<file path="src/rtl/core/swnm_pkg.sv">
package swnm_pkg;

  localparam int NAME_BYTES_DEF    = 14;
  localparam int PATTERN_BYTES_DEF = 16;

  localparam logic [7:0] STAR_BYTE = 8'd42;

  typedef logic [1:0] cfg_idx_t;

  localparam cfg_idx_t CFG_PATTERN_LOW  = 2'd0;
  localparam cfg_idx_t CFG_PATTERN_HIGH = 2'd1;
  localparam cfg_idx_t CFG_PATTERN_LEN  = 2'd2;

  typedef enum logic [1:0] {
    ST_IDLE,
    ST_RUN,
    ST_DONE
  } state_t;

  typedef struct packed {
    logic load;
    logic step;
    logic finish;
  } ctrl_cmd_t;

  typedef struct packed {
    logic rem_zero;
  } dp_status_t;

endpackage

</file>
<file path="src/rtl/core/swnm_ifs.sv">
interface swnm_in_if;
  logic        valid;
  logic        ready;
  logic [63:0] name_low_bytes;
  logic [47:0] name_high_bytes;
  logic [3:0]  name_length;

  modport source (output valid, name_low_bytes, name_high_bytes, name_length, input ready);
  modport sink   (input valid, name_low_bytes, name_high_bytes, name_length, output ready);
endinterface

interface swnm_out_if;
  logic valid;
  logic ready;
  logic matched;

  modport source (output valid, matched, input ready);
  modport sink   (input valid, matched, output ready);
endinterface

interface swnm_cfg_if;
  import swnm_pkg::*;
  cfg_idx_t    index;
  logic        valid;
  logic        ready;
  logic [63:0] data;

  modport source (output valid, index, data, input ready);
  modport sink   (input valid, index, data, output ready);
endinterface

</file>
<file path="src/rtl/core/swnm_cfg_regs.sv">
module swnm_cfg_regs (
  input  logic        clk,
  input  logic        rst_n,
  swnm_cfg_if.sink    cfg_if,
  output logic [63:0] pattern_low_bytes,
  output logic [63:0] pattern_high_bytes,
  output logic [4:0]  pattern_length
);
  import swnm_pkg::*;

  logic [63:0] pat_lo_r;
  logic [63:0] pat_hi_r;
  logic [4:0]  pat_len_r;
  logic        wr;

  assign cfg_if.ready = 1'b1;
  assign wr           = cfg_if.valid;

  always_ff @(posedge clk) begin
    if (!rst_n) begin
      pat_lo_r  <= '0;
      pat_hi_r  <= '0;
      pat_len_r <= '0;
    end else if (wr) begin
      case (cfg_if.index)
        CFG_PATTERN_LOW:  pat_lo_r  <= cfg_if.data;
        CFG_PATTERN_HIGH: pat_hi_r  <= cfg_if.data;
        CFG_PATTERN_LEN:  pat_len_r <= cfg_if.data[4:0];
        default: ;
      endcase
    end
  end

  assign pattern_low_bytes  = pat_lo_r;
  assign pattern_high_bytes = pat_hi_r;
  assign pattern_length     = pat_len_r;

`ifndef NO_ASSERTIONS
  a_len_write: assert property (@(posedge clk) disable iff (!rst_n)
    (cfg_if.valid && cfg_if.index == CFG_PATTERN_LEN) |=> pat_len_r == $past(cfg_if.data[4:0]))
    else $error("pattern length write lost");
  a_len_hold: assert property (@(posedge clk) disable iff (!rst_n)
    !(cfg_if.valid && cfg_if.index == CFG_PATTERN_LEN) |=> $stable(pat_len_r))
    else $error("pattern length changed without write");
  a_low_hold: assert property (@(posedge clk) disable iff (!rst_n)
    !(cfg_if.valid && cfg_if.index == CFG_PATTERN_LOW) |=> $stable(pat_lo_r))
    else $error("pattern low bytes changed without write");
`endif

endmodule

</file>
<file path="src/rtl/core/swnm_ctrl.sv">
module swnm_ctrl (
  input  logic                  clk,
  input  logic                  rst_n,
  input  logic                  in_valid,
  output logic                  in_ready,
  output logic                  out_valid,
  input  logic                  out_ready,
  input  swnm_pkg::dp_status_t  sts,
  output swnm_pkg::ctrl_cmd_t   cmd
);
  import swnm_pkg::*;

  state_t state_r;
  state_t state_nxt;

  always_comb begin
    state_nxt = state_r;
    case (state_r)
      ST_IDLE: begin
        if (in_valid) state_nxt = ST_RUN;
      end
      ST_RUN: begin
        if (sts.rem_zero) state_nxt = ST_DONE;
      end
      ST_DONE: begin
        if (out_ready) state_nxt = in_valid ? ST_RUN : ST_IDLE;
      end
      default: state_nxt = ST_IDLE;
    endcase
  end

  always_comb begin
    in_ready   = 1'b0;
    out_valid  = 1'b0;
    cmd        = '0;
    case (state_r)
      ST_IDLE: begin
        in_ready = 1'b1;
        cmd.load = in_valid;
      end
      ST_RUN: begin
        cmd.step   = !sts.rem_zero;
        cmd.finish = sts.rem_zero;
      end
      ST_DONE: begin
        out_valid = 1'b1;
        in_ready  = out_ready;
        cmd.load  = out_ready && in_valid;
      end
      default: ;
    endcase
  end

  always_ff @(posedge clk) begin
    if (!rst_n) begin
      state_r <= ST_IDLE;
    end else begin
      state_r <= state_nxt;
    end
  end

`ifndef NO_ASSERTIONS
  a_load_run: assert property (@(posedge clk) disable iff (!rst_n)
    cmd.load |=> state_r == ST_RUN)
    else $error("load did not start a run");
  a_finish_done: assert property (@(posedge clk) disable iff (!rst_n)
    cmd.finish |=> state_r == ST_DONE && out_valid)
    else $error("finish did not present a result");
  a_out_from_run: assert property (@(posedge clk) disable iff (!rst_n)
    $rose(out_valid) |-> $past(state_r) == ST_RUN)
    else $error("result raised without a run");
  a_cmd_excl: assert property (@(posedge clk) disable iff (!rst_n)
    $onehot0({cmd.load, cmd.step, cmd.finish}))
    else $error("conflicting datapath commands");
`endif

endmodule

</file>
<file path="src/rtl/core/swnm_dp.sv">
module swnm_dp #(
  parameter int NAME_BYTES    = swnm_pkg::NAME_BYTES_DEF,
  parameter int PATTERN_BYTES = swnm_pkg::PATTERN_BYTES_DEF
) (
  input  logic                 clk,
  input  logic                 rst_n,
  input  logic [63:0]          pattern_low_bytes,
  input  logic [63:0]          pattern_high_bytes,
  input  logic [4:0]           pattern_length,
  input  logic [63:0]          name_low_bytes,
  input  logic [47:0]          name_high_bytes,
  input  logic [3:0]           name_length,
  input  swnm_pkg::ctrl_cmd_t  cmd,
  output swnm_pkg::dp_status_t sts,
  output logic                 matched
);
  import swnm_pkg::*;

  localparam int LW = $clog2(NAME_BYTES + 1);
  localparam int PW = $clog2(PATTERN_BYTES + 1);

  logic [127:0]              pat_bits;
  logic [111:0]              name_bits;
  logic [7:0]                pat_byte [PATTERN_BYTES];
  logic [PATTERN_BYTES-1:0]  is_star;
  logic [PATTERN_BYTES-1:0]  in_pat;
  logic [PW-1:0]             m;

  logic [8*NAME_BYTES-1:0]   name_r;
  logic [LW-1:0]             rem_r;
  logic [PATTERN_BYTES:0]    act_r;
  logic                      matched_r;

  logic [PATTERN_BYTES:0]    act_step;
  logic [PATTERN_BYTES:0]    act_nxt;
  logic [PATTERN_BYTES:0]    act_seed;
  logic [PATTERN_BYTES:0]    act_raw;
  logic [LW-1:0]             n_sat;
  logic [7:0]                cur_byte;

  assign pat_bits  = {pattern_high_bytes, pattern_low_bytes};
  assign name_bits = {name_high_bytes, name_low_bytes};
  assign cur_byte  = name_r[7:0];

  assign m = (pattern_length > 5'(PATTERN_BYTES)) ? PW'(PATTERN_BYTES)
                                                  : pattern_length[PW-1:0];
  assign n_sat = (name_length > 4'(NAME_BYTES)) ? LW'(NAME_BYTES) : name_length[LW-1:0];

  always_comb begin
    for (int j = 0; j < PATTERN_BYTES; j++) begin
      pat_byte[j] = pat_bits[8*j +: 8];
      is_star[j]  = (pat_bits[8*j +: 8] == STAR_BYTE);
      in_pat[j]   = (PW'(j) < m);
    end
  end

  always_comb begin
    act_seed    = '0;
    act_seed[0] = 1'b1;
    act_step    = '0;
    for (int j = 0; j < PATTERN_BYTES; j++) begin
      if (act_r[j] && in_pat[j]) begin
        if (is_star[j]) begin
          act_step[j] = 1'b1;
        end else if (pat_byte[j] == cur_byte) begin
          act_step[j+1] = 1'b1;
        end
      end
    end
    act_raw = cmd.load ? act_seed : act_step;
    act_nxt = act_raw;
    for (int j = 0; j < PATTERN_BYTES; j++) begin
      if (act_nxt[j] && is_star[j] && in_pat[j]) act_nxt[j+1] = 1'b1;
    end
  end

  always_ff @(posedge clk) begin
    if (!rst_n) begin
      rem_r <= '0;
    end else if (cmd.load) begin
      rem_r <= n_sat;
    end else if (cmd.step) begin
      rem_r <= rem_r - LW'(1);
    end
  end

  always_ff @(posedge clk) begin
    if (cmd.load || cmd.step) begin
      act_r <= act_nxt;
    end
    if (cmd.load) begin
      name_r <= name_bits[8*NAME_BYTES-1:0];
    end else if (cmd.step) begin
      name_r <= name_r >> 8;
    end
    if (cmd.finish) begin
      matched_r <= act_r[m];
    end
  end

  assign sts.rem_zero = (rem_r == '0);
  assign matched      = matched_r;

`ifndef NO_ASSERTIONS
  a_seed: assert property (@(posedge clk) disable iff (!rst_n)
    cmd.load |=> act_r[0])
    else $error("start position not active after load");
  a_step_nonzero: assert property (@(posedge clk) disable iff (!rst_n)
    cmd.step |-> rem_r != '0)
    else $error("step with no name bytes left");
  a_step_count: assert property (@(posedge clk) disable iff (!rst_n)
    cmd.step |=> rem_r == $past(rem_r) - LW'(1))
    else $error("remaining count did not advance");
`endif

endmodule

</file>
<file path="src/rtl/core/star_wildcard_name_match.sv">
// Star-only wildcard matcher for short file names. Write the pattern through
// cfg_if (index 0: bytes 0-7, index 1: bytes 8-15, index 2: length) while the
// block is idle; '*' matches any run of name bytes, adjacent stars act as one.
// Each name beat (lengths above NAME_BYTES count as NAME_BYTES) goes through a
// load step, one step per name byte through the pattern position vector, and a
// step that registers the result, before its result beat is offered. A new
// name beat is taken in the same cycle the result is taken, so no name is taken
// while the last one is still being matched or its result is still waiting.
module star_wildcard_name_match #(
  parameter int NAME_BYTES    = swnm_pkg::NAME_BYTES_DEF,
  parameter int PATTERN_BYTES = swnm_pkg::PATTERN_BYTES_DEF
) (
  input  logic        clk,
  input  logic        rst_n,
  swnm_in_if.sink     in_if,
  swnm_out_if.source  out_if,
  swnm_cfg_if.sink    cfg_if
);
  import swnm_pkg::*;

  logic [63:0] pat_lo;
  logic [63:0] pat_hi;
  logic [4:0]  pat_len;
  ctrl_cmd_t   cmd;
  dp_status_t  sts;

  swnm_cfg_regs u_cfg (
    .clk                (clk),
    .rst_n              (rst_n),
    .cfg_if             (cfg_if),
    .pattern_low_bytes  (pat_lo),
    .pattern_high_bytes (pat_hi),
    .pattern_length     (pat_len)
  );

  swnm_ctrl u_ctrl (
    .clk       (clk),
    .rst_n     (rst_n),
    .in_valid  (in_if.valid),
    .in_ready  (in_if.ready),
    .out_valid (out_if.valid),
    .out_ready (out_if.ready),
    .sts       (sts),
    .cmd       (cmd)
  );

  swnm_dp #(
    .NAME_BYTES    (NAME_BYTES),
    .PATTERN_BYTES (PATTERN_BYTES)
  ) u_dp (
    .clk                (clk),
    .rst_n              (rst_n),
    .pattern_low_bytes  (pat_lo),
    .pattern_high_bytes (pat_hi),
    .pattern_length     (pat_len),
    .name_low_bytes     (in_if.name_low_bytes),
    .name_high_bytes    (in_if.name_high_bytes),
    .name_length        (in_if.name_length),
    .cmd                (cmd),
    .sts                (sts),
    .matched            (out_if.matched)
  );

`ifndef NO_ASSERTIONS
  a_no_in_while_out: assert property (@(posedge clk) disable iff (!rst_n)
    (out_if.valid && !out_if.ready) |-> !in_if.ready)
    else $error("name beat taken while result stalled");
  a_out_hold: assert property (@(posedge clk) disable iff (!rst_n)
    (out_if.valid && !out_if.ready) |=> out_if.valid && $stable(out_if.matched))
    else $error("stalled result beat changed");
  a_in_then_out: assert property (@(posedge clk) disable iff (!rst_n)
    (in_if.valid && in_if.ready) |=> !out_if.valid)
    else $error("result offered right after a name beat");
`endif

endmodule
</file>
<file path="src/flat_wrapper.sv">
// flat-port wrapper written by rule: the top's interface ports become plain ports
module star_wildcard_name_match_flat import swnm_pkg::*;
#(
  parameter int NAME_BYTES    = swnm_pkg::NAME_BYTES_DEF,
  parameter int PATTERN_BYTES = swnm_pkg::PATTERN_BYTES_DEF
)
  (clk, rst_n, in_if_valid, in_if_name_low_bytes, in_if_name_high_bytes, in_if_name_length, in_if_ready, out_if_valid, out_if_matched, out_if_ready, cfg_if_valid, cfg_if_index, cfg_if_data, cfg_if_ready);
  swnm_in_if in_if_i ();
  swnm_out_if out_if_i ();
  swnm_cfg_if cfg_if_i ();
  input  logic clk;
  input  logic rst_n;
  input wire logic [$bits(in_if_i.valid)-1:0] in_if_valid;
  input wire logic [$bits(in_if_i.name_low_bytes)-1:0] in_if_name_low_bytes;
  input wire logic [$bits(in_if_i.name_high_bytes)-1:0] in_if_name_high_bytes;
  input wire logic [$bits(in_if_i.name_length)-1:0] in_if_name_length;
  output wire logic [$bits(in_if_i.ready)-1:0] in_if_ready;
  output wire logic [$bits(out_if_i.valid)-1:0] out_if_valid;
  output wire logic [$bits(out_if_i.matched)-1:0] out_if_matched;
  input wire logic [$bits(out_if_i.ready)-1:0] out_if_ready;
  input wire logic [$bits(cfg_if_i.valid)-1:0] cfg_if_valid;
  input wire logic [$bits(cfg_if_i.index)-1:0] cfg_if_index;
  input wire logic [$bits(cfg_if_i.data)-1:0] cfg_if_data;
  output wire logic [$bits(cfg_if_i.ready)-1:0] cfg_if_ready;
  assign in_if_i.valid = in_if_valid;
  assign in_if_i.name_low_bytes = in_if_name_low_bytes;
  assign in_if_i.name_high_bytes = in_if_name_high_bytes;
  assign in_if_i.name_length = in_if_name_length;
  assign in_if_ready = in_if_i.ready;
  assign out_if_valid = out_if_i.valid;
  assign out_if_matched = out_if_i.matched;
  assign out_if_i.ready = out_if_ready;
  assign cfg_if_i.valid = cfg_if_valid;
  assign cfg_if_i.index = cfg_if_index;
  assign cfg_if_i.data = cfg_if_data;
  assign cfg_if_ready = cfg_if_i.ready;
  star_wildcard_name_match #(.NAME_BYTES(NAME_BYTES), .PATTERN_BYTES(PATTERN_BYTES)) u_core (.clk(clk), .rst_n(rst_n), .in_if(in_if_i), .out_if(out_if_i), .cfg_if(cfg_if_i));
endmodule
</file>
<file path="config.mk">
export PLATFORM = sky130hd
export DESIGN_NAME = star_wildcard_name_match_flat
export DESIGN_NICKNAME = d
export VERILOG_FILES = /design/src/rtl/core/swnm_pkg.sv /design/src/rtl/core/swnm_ifs.sv /design/src/rtl/core/swnm_cfg_regs.sv /design/src/rtl/core/swnm_ctrl.sv /design/src/rtl/core/swnm_dp.sv /design/src/rtl/core/star_wildcard_name_match.sv /design/src/flat_wrapper.sv
export SDC_FILE = /design/constraint.sdc
export NUM_CORES = 1
export LEC_CHECK = 0
export BUFFER_PORTS_ARGS = -buffer_cell sky130_fd_sc_hd__buf_4
export CAP_MARGIN = 10
export CELL_PAD_IN_SITES_DETAIL_PLACEMENT = 1
export CELL_PAD_IN_SITES_GLOBAL_PLACEMENT = 2
export CORE_ASPECT_RATIO = 1.5
export CORE_MARGIN = 2
export CORE_UTILIZATION = 32
export DETAILED_ROUTE_END_ITERATION = 6
export PLACE_DENSITY = 0.84
export SYNTH_ARGS = -nofsm -noshare
export SYNTH_HDL_FRONTEND = slang
export SYNTH_SLANG_ARGS = --single-unit
</file>
<file path="constraint.sdc">
create_clock -name clk -period 5 [get_ports clk]
set_input_delay 1 -clock clk [delete_from_list [all_inputs] [get_ports clk]]
set_output_delay 1 -clock clk [all_outputs]
set_load 0.01 [all_outputs]
</file>
# Word-level counts from Yosys, hierarchy flattened
# Cells that the tools add are included.
# word_totals
latch_bits,0
mem_bits_ro,0
elab_cells,224
inputBits,187
n_memories,0
reg_bits,269
ramBits,0
output_inout_bits,4
# op_classes
shifts,0
addsub,1
bitwise_logic,0
n_mux,97
n_eq_ne,39
mul,0
n_div,0
n_reduce_logical,59
n_lt_le_gt_ge,19
# op_table
operator,count
112-bit two-way mux,2
"8-bit by 6-bit == test with 1-bit output, second input constant",16
8-bit == test,16
1-bit two-way mux,66
1-bit logical AND,49
"4-bit by 5-bit < comparator with 1-bit output, first input constant",8
2-bit two-way mux,20
"3-bit by 5-bit < comparator with 1-bit output, first input constant",4
17-bit two-way mux,1
4-bit two-way mux,3
"1-bit by 5-bit < comparator with 1-bit output, first input constant",2
"2-bit by 5-bit < comparator with 1-bit output, first input constant",2
"5-bit by 6-bit < comparator with 1-bit output, second input constant",1
"2-bit inequality test, second input constant",3
2-bit case mux with 3 select lines,1
2-bit AND reduction,3
1-bit binary-select mux with 5-bit select,1
"5-bit greater-than comparator, second input constant",1
5-bit two-way mux,1
"2-bit by 1-bit == test with 1-bit output, second input constant",2
"2-bit == test, second input constant",2
"4-bit greater-than comparator, second input constant",1
2-bit zero test,2
4-bit zero test,1
6 further kinds,7

# Logic depth before layout (Yosys ltp)
# Gate-level depths: netlist of the first run.
# depth
word_depth,83
depth_mapped,11
ltp_nobuf,9

# Modules after synthesis
# Synthesis of the first run repeated with hierarchy kept, for this count alone.
# unflattened
cells_unflattened,1185
area_unflattened_um2,13395.3
# modules_own_cells
module,n_inst,area_per_inst_um2,cells_per_inst,seq_area_each_um2
swnm_dp,1,8251.7,670,3983.8
swnm_cfg_regs,1,5024.8,504,2662.6
swnm_ctrl,1,118.9,11,40.0

# Worst setup path before layout of the first run
# OpenSTA, ideal clock, no wires.
# synth_timing
path_kind,input to register
from,in in_if_valid
to,reg u_core.u_dp.rem_r[1]
t_required_ns,4.882
path_slack_ns,-0.066
path_buffers,2
setup_time_ns,0.118
arrival_time_ns,4.949
cell_stages,6
path_cell_list,o211ai_1 > clkbuf_1 > clkbuf_1 > nand2_1 > o221ai_1 > and2_1
# synth_between
elab_chain_len,3
word_cells_on_any_way,4
cone_classes,mux: 2; reduce/logical: 2
# synth_lines
element,line_no,text
from (decl),flat_wrapper.sv:13,input wire logic [$bits(in_if_i.valid)-1:0] in_if_valid;
1-bit logical AND,swnm_ctrl.sv:48,cmd.load = out_ready && in_valid;
1-bit case mux with 2 select lines (*),swnm_ctrl.sv:36,case (state_r)
4-bit two-way mux or 2-bit nonzero test (tied branches),--,
to (signal assigned),swnm_dp.sv:81,rem_r <= n_sat;
to (signal assigned),swnm_dp.sv:83,rem_r <= rem_r - LW'(1);
to (decl),swnm_dp.sv:30,logic [LW-1:0] rem_r;
# Mark *: on every way between the ends. The rest lies on a longest branch, timed or not.
# A chain may end at the register's enable or synchronous reset.

# Worst setup path after layout of the first run
# layout_timing
from,reg u_core.u_dp.name_r[6]
to,"reg u_core.u_dp.act_r[16], data pin"
# layout_between
elab_chain_len,52
word_cells_on_any_way,125
cone_classes,eq/ne: 16; mux: 79; reduce/logical: 30
# layout_lines
element,line_no,text
from (decl),swnm_dp.sv:29,logic [8*NAME_BYTES-1:0] name_r;
from (signal assigned),swnm_dp.sv:92,name_r <= name_bits[8*NAME_BYTES-1:0];
from (signal assigned),swnm_dp.sv:94,name_r <= name_r >> 8;
8-bit == test,swnm_dp.sv:65,end else if (pat_byte[j] == cur_byte) begin
1-bit two-way mux,swnm_dp.sv:65,
1-bit two-way mux,swnm_dp.sv:63,if (is_star[j]) begin
2-bit two-way mux,swnm_dp.sv:62,if (act_r[j] && in_pat[j]) begin
1-bit two-way mux,swnm_dp.sv:63,
2-bit two-way mux,swnm_dp.sv:62,
17-bit two-way mux (*),swnm_dp.sv:70,act_raw = cmd.load ? act_seed : act_step;
1-bit two-way mux,swnm_dp.sv:73,if (act_nxt[j] && is_star[j] && in_pat[j]) act_nxt[j+1] = 1'b1;
(+32 left out),--,
1-bit two-way mux,swnm_dp.sv:73,
1-bit logical AND (2 in series),swnm_dp.sv:73,
1-bit two-way mux,swnm_dp.sv:73,
1-bit logical AND (2 in series),swnm_dp.sv:73,
1-bit two-way mux,swnm_dp.sv:73,
1-bit logical AND (2 in series),swnm_dp.sv:73,
1-bit two-way mux,swnm_dp.sv:73,
1-bit logical AND (2 in series),swnm_dp.sv:73,
to (signal assigned),swnm_dp.sv:89,act_r <= act_nxt;
to (decl),swnm_dp.sv:31,logic [PATTERN_BYTES:0] act_r;
# Marked as above.

==> results.sh, run 1 <==
export IMPL_gr_total_overflow=0
export IMPL_core_area_um2=41200
export IMPL_irDropWorstVdd_mv=0.251
export IMPL_whs_ns=0.495
export IMPL_dieArea_um2=43600
export IMPL_finalPower_mw=5.63
export IMPL_pwr_density_cell_nw_per_um2=349
export IMPL_skew_ns=0.0360
export IMPL_critPathMaxFanout=10
export IMPL_clockRootBuffer="clkbuf_16"
export IMPL_hold_viol_final=0
export IMPL_synth_edf_count=130
export IMPL_dp_hpwl_mm=28.9
export IMPL_syn2layout_area_growth_pct=20.4
export IMPL_setup_viol_count_final=0
export IMPL_initial_utilization=0.326
export IMPL_worstHoldPathType="reg -> reg"
export IMPL_clk_pin_slew_ns=0.06
export IMPL_place_gp_congestion=0.883
export IMPL_ant_nets=0
export IMPL_worstPathRequired_ns=5.41
export IMPL_grt_pass1_vias=12000
export IMPL_rsz0062_at_grt="no"
export IMPL_grt_first_pass_wirelength_mm=65.1
export IMPL_startpoint="u_core.u_dp.name_r[6]"
export IMPL_grt_use_total=0.190
export IMPL_cts_tree="yes"
export IMPL_async_flop_share=0
export IMPL_portBuffers=189
export IMPL_synth_area_per_cell_um2=8.98
export IMPL_synth_cell_types=74
export IMPL_drv_cap=0
export IMPL_cts_sinks=269
export IMPL_cts_made_buffers=28
export IMPL_synth_main_ff_cell="dfxtp_1"
export IMPL_grt_busiest_layer="met2"
export IMPL_yosysMostFrequentCell="nand2_1"
export IMPL_htree_levels=1
export IMPL_min_from="u_core.u_cfg.pattern_high_bytes[62]"
export IMPL_met1_usage=0.207
export IMPL_fmax_mhz=304
export IMPL_dr_total_vias=11000
export IMPL_crit_type="reg -> reg"
export IMPL_cp_start_kind="flip-flop"
export IMPL_synth_seq_cells=269
export IMPL_switching_share=0.278
export IMPL_fp_row_count=91
export IMPL_die_h_um=255
export IMPL_postCtsSetupRepairBufs=0
export IMPL_syn_area_um2=13400
export IMPL_status="completed"
export IMPL_period_share=0.658
export IMPL_slew_violations=0
export IMPL_yosysWarningCount=0
export IMPL_clockPowerShare=0.349
export IMPL_ys_seq_area_frac=0.498
export IMPL_synth_fp_nets=1683
export IMPL_insertion_delay_ns=0.58
export IMPL_arrival_ns=3.70
export IMPL_p_sw_mw=1.57
export IMPL_io_pins=191
export IMPL_antenna_diode_count=0
export IMPL_grtUsageMet2=0.347
export IMPL_drc=0
export IMPL_synth_commonest_cells="nand2_1, dfxtp_1, edfxtp_1"
export IMPL_first_pass_iters=4
export IMPL_power_share_combinational=0.160
export IMPL_antenna_found_initial=1
export IMPL_worstSetupEndpointType="flip-flop"
export IMPL_fin_tns_setup_ns=0
export IMPL_fill_cells=4834
export IMPL_p_leak_nw=6.16
export IMPL_viasPerCell=4.94
export IMPL_cts_buffer_depth=3
export IMPL_period_needed_ns=3.29
export IMPL_seqPwrFrac=0.491
export IMPL_wl_mm=41.1
export IMPL_regToRegStartpoint="u_core.u_dp.name_r[6]"
export IMPL_grt_max_degree=134
export IMPL_hold_buffers=0
export IMPL_nets=1828
export IMPL_dieWidth_um=171
export IMPL_synth_top_area_cell="edfxtp_1"
export IMPL_wire_per_inst_um=18.5
export IMPL_drive_gt1_frac=0.166
export IMPL_yosys_top_cells_area="edfxtp_1, dfxtp_1, nand2_1, a21boi_0, xnor2_1"
export IMPL_initialDrtViolationCount=495
export IMPL_use_met3=0.0516
export IMPL_cts_resized=0
export IMPL_slew_headroom=0.268
export IMPL_synthCells=1495
export IMPL_p_int_mw=4.06
export IMPL_tightestPinTransition_ns=1.10
export IMPL_synth_top_cell_area_share=0.291
[flip-flops by register name, summed over array words and instances, names as in the netlist]
name                             cells
u_core.u_dp.name_r                 112
u_core.u_cfg.pattern_high_bytes     64
u_core.u_cfg.pattern_low_bytes      64
u_core.u_dp.act_r                   17
u_core.u_cfg.pattern_length          5
u_core.u_dp.rem_r                    4
u_core.u_ctrl.state_r                2
u_core.u_dp.matched                  1
[power by group through the flow]
stage | clock network, mW | registers [mW] | logic (mW)
after floorplan | 0 | 2.72 | 0.632
after global placement | 0 | 2.80 | 0.891
after detailed placement | 0 | 2.81 | 0.914
after CTS | 2.02 | 2.77 | 0.919
after global routing | 2.10 | 2.79 | 1.01
final | 1.96 | 2.76 | 0.902
[kinds of logic (layout without fill, tap and decap cells)]
| group | count (synthesis) | after routing | synth area share |
|---|---|---|---|
| simple gates | 766 | 766 | 0.253 |
| fa+ha+maj | 1 | 1 | 0.000932 |
| xor+xnor | 128 | 128 | 0.0835 |
| mux | 11 | 11 | 0.0130 |
| other cells | 1 | 1 | 0.000279 |
| buf+inv | 111 | 276 | 0.0343 |
| compound gates | 208 | 208 | 0.117 |
| flops | 269 | 269 | 0.498 |
[area by class of cell]
cell class	count	area [um^2]	share of cell area
Clock buffer	37	764	0.0473
Clock inverter	13	72.6	0.00449
Inverter	18	67.6	0.00418
Multi-Input combinational cell	1115	6300	0.390
Sequential cell	269	6690	0.414
Tap cell	558	698	0.0432
Timing Repair Buffer	208	1560	0.0967
[placed cells by master (no fill, tap or decap), types with 11 or more instances in the layout]
| cell type | netlist | layout |
|---|---|---|
| xnor2_1 | 103 | 103 |
| nor4bb_1 | 13 | 13 |
| nor2b_1 | 11 | 11 |
| and2_1 | 16 | 16 |
| nand2_1 | 593 | 592 |
| a21boi_0 | 129 | 129 |
| xor2_1 | 25 | 25 |
| dfxtp_1 | 139 | 139 |
| nor4_1 | 13 | 13 |
| edfxtp_1 | 130 | 130 |
| nand4_1 | 22 | 22 |
| nand3_1 | 15 | 15 |
| buf_4 | 7 | 208 |
| inv_1 | 16 | 16 |
| nor4b_1 | 11 | 11 |
| nor2_1 | 28 | 28 |
| clkbuf_16 | 0 | 28 |
[final timing paths]
kind | endpoint | slack [ns] | cells after the start
worst min register to register | u_core.u_cfg.pattern_high_bytes[62] | 0.49 | 2
worst min-delay path | u_core.u_cfg.pattern_high_bytes[62] | 0.49 | 2
worst max-delay path | u_core.u_dp.act_r[16] | 1.71 | 10
worst max register to register | u_core.u_dp.act_r[16] | 1.71 | 10
[per-layer routing]
layer / vias up / share of wire
li1: 5314 / -
met2: 262 / 0.51
met5: - / 0.00039
met1: 5288 / 0.38
met4: 2 / 0.039
met3: 96 / 0.071
[worst max-delay path, stage by stage (launching register included)]
cell and delay, ns:
edfxtp_1 0.83, buf_4 0.31, xnor2_1 0.16, nand4_1 0.15
nor3_1 0.31, o21ai_1 0.13, o31ai_2 0.28, a21oi_2 0.09
o41ai_2 0.40, o21ai_1 0.21, o31ai_2 0.24
[stage by stage]
step                      utilization  setup WS (ns)  area [um^2]  std cells
final                           0.392           1.71        16200       2218
after global routing            0.392           1.55        16200       2218
after CTS                       0.392           1.71        16200       2218
after detailed placement        0.372           1.62        15300       2168
after global placement          0.372           1.74        15300       2168
after floorplan                     -           1.22        13400       1495
Note: power is estimated with default switching activity, not from simulation.
==> run 2: changes to the inputs <==
--- a/config.mk
+++ b/config.mk
@@ -11,9 +11,9 @@
 export CELL_PAD_IN_SITES_GLOBAL_PLACEMENT = 2
 export CORE_ASPECT_RATIO = 1.5
 export CORE_MARGIN = 2
-export CORE_UTILIZATION = 32
+export CORE_UTILIZATION = 35
 export DETAILED_ROUTE_END_ITERATION = 6
-export PLACE_DENSITY = 0.84
+export PLACE_DENSITY = 0.87
 export SYNTH_ARGS = -nofsm -noshare
 export SYNTH_HDL_FRONTEND = slang
 export SYNTH_SLANG_ARGS = --single-unit
==> constraint.sdc (replaced) <==
create_clock -name clk -period 3.4 [get_ports clk]
set_input_delay 0.68 -clock clk [delete_from_list [all_inputs] [get_ports clk]]
set_output_delay 0.68 -clock clk [all_outputs]
set_load 0.01 [all_outputs]
==> run 2 against run 1 <==
Wire length grew 0.15%. Sequential power up 47%. Clock power increased by 69%. Core utilization up 4.3 points. Setup slack got worse by 1.3 ns. Fmax increased by 11%. Sequential share of layout area shrank 0.62 points. Via count grew 0.63%. Sequential cell count did not move. Design area increased by 1.5%. Critical path type unchanged. Highest routed layer is now met4.
==> results.sh, run 2 (synthesized netlist as in run 1, its figures left out) <==
export IMPL_gr_total_overflow=0
export IMPL_dieWidth_um=164
export IMPL_fmax_mhz=337
export IMPL_cts_buffer_depth=3
export IMPL_nets=1843
export IMPL_clockRootBuffer="clkbuf_16"
export IMPL_fill_cells=4426
export IMPL_clk_pin_slew_ns=0.06
export IMPL_antenna_diode_count=0
export IMPL_place_gp_congestion=0.867
export IMPL_slew_violations=0
export IMPL_hold_buffers=0
export IMPL_viasPerCell=5.09
export IMPL_worstHoldPathType="in -> reg"
export IMPL_io_pins=191
export IMPL_irDropWorstVdd_mv=0.404
export IMPL_finalPower_mw=8.74
export IMPL_layout_common_cells="nand2_1, buf_4, dfxtp_1"
export IMPL_grt_pass1_vias=12000
export IMPL_skew_ns=0.0106
export IMPL_status="completed"
export IMPL_die_h_um=244
export IMPL_initial_utilization=0.356
export IMPL_hold_viol_final=0
export IMPL_insertion_delay_ns=0.56
export IMPL_worstSetupEndpointType="flip-flop"
export IMPL_layout_commonest_cell="nand2_1"
export IMPL_antenna_found_initial=0
export IMPL_grt_use_total=0.206
export IMPL_p_int_mw=6.41
export IMPL_drv_cap=0
export IMPL_arrival_ns=3.36
export IMPL_cts_sinks=269
export IMPL_largest_register_ff_count=112
export IMPL_portBuffers=189
export IMPL_fin_tns_setup_ns=0
export IMPL_wl_mm=41.1
export IMPL_rrSetupSlack_ns=0.43
export IMPL_crit_type="reg -> reg"
export IMPL_cts_tree="yes"
export IMPL_power_share_combinational=0.157
export IMPL_critPathMaxFanout=10
export IMPL_p_leak_nw=6.34
export IMPL_period_share=0.873
export IMPL_drive_gt1_frac=0.179
export IMPL_pwr_density_cell_nw_per_um2=533
export IMPL_period_needed_ns=2.97
export IMPL_cts_resized=0
export IMPL_clockPowerShare=0.379
export IMPL_grt_first_pass_wirelength_mm=65.2
export IMPL_dp_hpwl_mm=29.0
export IMPL_postCtsSetupRepairBufs=0
export IMPL_cts_made_buffers=28
export IMPL_wire_per_inst_um=19.0
export IMPL_cp_start_kind="flip-flop"
export IMPL_dieArea_um2=40000
export IMPL_p_sw_mw=2.33
export IMPL_rsz0062_at_grt="no"
export IMPL_fp_row_count=87
export IMPL_first_pass_iters=4
export IMPL_seqPwrFrac=0.464
export IMPL_setup_viol_count_final=0
export IMPL_syn2layout_area_growth_pct=22.2
export IMPL_htree_levels=1
export IMPL_ant_nets=0
export IMPL_max_flop_register="u_core.u_dp.name_r"
export IMPL_tightestPinTransition_ns=0.923
export IMPL_grt_max_degree=140
export IMPL_worstPathRequired_ns=3.79
export IMPL_initialDrtViolationCount=554
export IMPL_dr_total_vias=11000
export IMPL_drc=0
export IMPL_slew_headroom=0.385
export IMPL_core_area_um2=37700
export IMPL_switching_share=0.267
-- run 2: through the flow --
step	instance area [um^2]	std cells	utilization	worst slack, ns	hold slack [ns]
3_3_place_gp	15400	2114	0.408	0.491	0.477
4_1_cts	16400	2166	0.435	0.424	0.350
5_1_grt	16400	2166	0.435	0.163	0.363
2_1_floorplan	13400	1495	-	0.608	0.463
6_report	16400	2166	0.435	0.432	0.379
3_5_place_dp	15400	2114	0.408	0.437	0.491
-- run 2: worst paths after layout --
path / from / to / depth (start not counted)
worst max-delay path: u_core.u_dp.name_r[0] / u_core.u_dp.act_r[16] / 10
worst min-delay path: in_if_name_low_bytes[9] / u_core.u_dp.name_r[9] / 3
worst max register to register: u_core.u_dp.name_r[0] / u_core.u_dp.act_r[16] / 10
worst min register to register: u_core.u_cfg.pattern_low_bytes[10] / u_core.u_cfg.pattern_low_bytes[10] / 2
-- run 2: final cells by class --
type	instances	area, um^2	area share
repair buffers	223	1710	0.104
clock buffers	49	996	0.0607
well taps	489	612	0.0373
clock inverters	3	21.3	0.00130
flip-flops and latches	269	6690	0.408
multi-input cells	1115	6300	0.384
inverters	18	67.6	0.00412
-- run 2: per-layer routing --
| metal | share of wire | global-route usage | vias up |
|---|---|---|---|
| li1 | - | - | 5344 |
| met4 | 0.037 | 0.0805 | 0 |
| met5 | 0 | 0 | - |
| met1 | 0.39 | 0.227 | 5349 |
| met2 | 0.52 | 0.380 | 260 |
| met3 | 0.061 | 0.0455 | 78 |
-- run 2: critical path, stage by stage (launching register included) --
cell       delay, ns
edfxtp_1        0.76
buf_4           0.32
xnor2_1         0.14
o2111ai_1       0.14
nor4b_1         0.53
o21a_1          0.18
o31ai_1         0.06
a21oi_1         0.19
nand2b_1        0.12
o21ai_1         0.11
o31ai_2         0.23
-- run 2: power groups by stage --
stage / sequential [mW] / clock (mW) / combinational, mW
after floorplan: 3.99 / 0 / 0.931
after global placement: 4.11 / 0 / 1.36
after detailed placement: 4.13 / 0 / 1.40
after CTS: 4.06 / 3.40 / 1.41
after global routing: 4.09 / 3.52 / 1.54
final: 4.06 / 3.31 / 1.37
==> run 3: changes to the inputs <==
--- a/config.mk
+++ b/config.mk
@@ -5,15 +5,16 @@
 export SDC_FILE = /design/constraint.sdc
 export NUM_CORES = 1
 export LEC_CHECK = 0
+export ABC_AREA = 1
 export BUFFER_PORTS_ARGS = -buffer_cell sky130_fd_sc_hd__buf_4
 export CAP_MARGIN = 10
 export CELL_PAD_IN_SITES_DETAIL_PLACEMENT = 1
 export CELL_PAD_IN_SITES_GLOBAL_PLACEMENT = 2
 export CORE_ASPECT_RATIO = 1.5
 export CORE_MARGIN = 2
-export CORE_UTILIZATION = 35
+export CORE_UTILIZATION = 34
 export DETAILED_ROUTE_END_ITERATION = 6
-export PLACE_DENSITY = 0.87
+export PLACE_DENSITY = 0.88
 export SYNTH_ARGS = -nofsm -noshare
 export SYNTH_HDL_FRONTEND = slang
 export SYNTH_SLANG_ARGS = --single-unit
==> run 3 against run 2 <==
Cell count increased by 6.7%. Critical path type unchanged. Sequential power is 1% lower. First-iteration DRC count up 38%. Highest routed layer unchanged. Largest power group unchanged. Core utilization is 0.26 points lower. Design area shrank 0.60%.
==> results.sh, run 3 <==
export IMPL_synth_cell_types=42
export IMPL_core_area_um2=37700
export IMPL_met1_usage=0.248
export IMPL_drv_cap=0
export IMPL_grt_use_total=0.214
export IMPL_place_area_um2=15100
export IMPL_clockRootBuffer="clkbuf_16"
export IMPL_layout_common_cells="nand2_1, buf_4, nor2_1"
export IMPL_use_met3=0.0455
export IMPL_pwr_density_cell_nw_per_um2=559
export IMPL_skew_ns=0.0152
export IMPL_syn_area_um2=13000
export IMPL_synth_seq_cells=269
export IMPL_initialDrtViolationCount=764
export IMPL_finish_utilization=0.433
export IMPL_setup_viol_count_final=0
export IMPL_max_flop_register="u_core.u_dp.name_r"
export IMPL_synth_fp_nets=1792
export IMPL_largest_register_ff_count=112
export IMPL_ys_seq_area_frac=0.516
export IMPL_synth_area_per_cell_um2=8.09
export IMPL_drc=0
export IMPL_layout_commonest_cell="nand2_1"
export IMPL_hold_viol_final=0
export IMPL_portBuffers=189
export IMPL_dieArea_um2=39800
export IMPL_tightestPinTransition_ns=1.07
export IMPL_io_pins=191
export IMPL_fp_row_count=87
export IMPL_synth_main_ff_cell="dfxtp_1"
export IMPL_grt_first_pass_wirelength_mm=66.9
export IMPL_drive_gt1_frac=0.203
export IMPL_status="completed"
export IMPL_place_gp_congestion=0.953
export IMPL_cts_sinks=269
export IMPL_cts_tree="yes"
export IMPL_syn2layout_area_growth_pct=25.7
export IMPL_htree_levels=1
export IMPL_grt_pass1_vias=12200
export IMPL_wire_per_inst_um=18.4
export IMPL_yosysMostFrequentCell="nand2_1"
export IMPL_period_needed_ns=3.33
export IMPL_viasPerCell=4.96
export IMPL_dr_total_vias=11500
export IMPL_gr_total_overflow=0
export IMPL_crit_type="reg -> reg"
export IMPL_synth_commonest_cells="nand2_1, nor2_1, o21ai_0"
export IMPL_critPathMaxFanout=4
export IMPL_fill_cells=4560
export IMPL_fmax_mhz=300
export IMPL_cts_made_buffers=29
export IMPL_hold_buffers=0
export IMPL_worstPathRequired_ns=3.83
export IMPL_finalPower_mw=9.12
export IMPL_worstHoldPathType="in -> reg"
export IMPL_arrival_ns=3.76
export IMPL_async_flop_share=0
export IMPL_wl_mm=42.5
export IMPL_cp_slowest_cell="edfxtp_1"
export IMPL_synth_top_area_cell="edfxtp_1"
export IMPL_synth_edf_count=130
export IMPL_antenna_found_initial=0
export IMPL_cp_start_kind="flip-flop"
export IMPL_initial_utilization=0.344
export IMPL_irDropWorstVdd_mv=0.406
export IMPL_yosys_top_cells_area="edfxtp_1, dfxtp_1, nand2_1, nor2_1, o21ai_0"
export IMPL_nets=1988
export IMPL_synthCells=1604
export IMPL_period_share=0.979
export IMPL_finish_instance_area_um2=16300
export IMPL_yosysWarningCount=0
export IMPL_cts_buffer_depth=3
export IMPL_die_h_um=243
export IMPL_grtUsageMet2=0.380
export IMPL_grt_busiest_layer="met2"
export IMPL_cpMostUsedCell="nand2_2"
export IMPL_dp_hpwl_mm=30.5
export IMPL_slowest_delay_ns=0.47
export IMPL_clk_pin_slew_ns=0.06
export IMPL_rsz0062_at_grt="yes"
export IMPL_slew_violations=0
export IMPL_first_pass_iters=4
export IMPL_p_leak_nw=7.18
export IMPL_antenna_diode_count=0
export IMPL_insertion_delay_ns=0.57
export IMPL_grt_max_degree=106
export IMPL_dieWidth_um=163
export IMPL_ant_nets=0
export IMPL_worstSetupEndpointType="flip-flop"
export IMPL_slew_headroom=0.287
export IMPL_synth_top_cell_area_share=0.301
export IMPL_whs_ns=0.347
run 3: changes by cell type in the layout (fill, tap and decap cells not counted), sizes merged, moves of 29 or more:
cell    before  now
nand2      593  454
o21ai       16  154
buf        223  252
a21boi     130    0
xnor2      103   25
a21oi        9   65
nor2        28  226
xor2        25   65
inv         18  113
run 3: cells by family after synthesis:
group | share of synthesized area
buffers and inverters | 0.0637
other | 0.000289
flip-flops | 0.516
adder cells (fa/ha/maj) | 0.000965
AO/OA/AOI/OAI | 0.102
AND/OR/NAND/NOR | 0.256
XOR/XNOR | 0.0608
run 3: path summary, 6_finish.rpt:
kind | from | end | slack [ns] | cells past startpoint
worst max-delay path | u_core.u_dp.name_r[7] | u_core.u_dp.act_r[16] | 0.07 | 41
worst min-delay path | cfg_if_data[58] | u_core.u_cfg.pattern_low_bytes[58] | 0.35 | 3
worst max register to register | u_core.u_dp.name_r[7] | u_core.u_dp.act_r[16] | 0.07 | 41
worst min register to register | u_core.u_dp.rem_r[1] | u_core.u_dp.rem_r[1] | 0.48 | 2
run 3: timing repair:
action                     CTS  global route
resized for setup            0             9
setup endpoints to repair    0             3
setup buffers                0            12
run 3: metrics by stage:
| step | setup TNS (ns) | setup slack, ns | cells |
|---|---|---|---|
| floorplan | 0 | 0.316 | 1604 |
| global placement | 0 | 0.0955 | 2246 |
| detailed placement | 0 | 0.0359 | 2246 |
| CTS | 0 | 0.0179 | 2300 |
| global route | -0.248 | -0.181 | 2312 |
| finish | 0 | 0.0701 | 2312 |
run 3: final cells by class:
type,count,area (um^2),area share
Sequential cell,269,6690,0.410
Multi-Input combinational cell,1135,5510,0.338
Timing Repair Buffer,252,2010,0.123
Clock buffer,32,737,0.0452
Tap cell,489,612,0.0375
Inverter,113,438,0.0269
Clock inverter,22,302,0.0185
run 3: routing by layer:
layer | wire [um] | part of all wire
met3 | 2550 | 0.060
met5 | 0 | 0
met4 | 1820 | 0.043
met1 | 16900 | 0.40
met2 | 21300 | 0.50
run 3: critical path: cells and delay by family (launching register included):
| family | cells | cell delay, ns |
|---|---|---|
| AND/OR/NAND/NOR | 39 | 2.53 |
| flip-flops | 1 | 0.47 |
| buffers and inverters | 2 | 0.20 |
run 3: report_power, final:
group	switching, mW	internal (mW)	total, mW
registers	0.175	3.84	4.02
clock network	1.39	2.10	3.49
logic	0.974	0.635	1.61
total	2.54	6.58	9.12
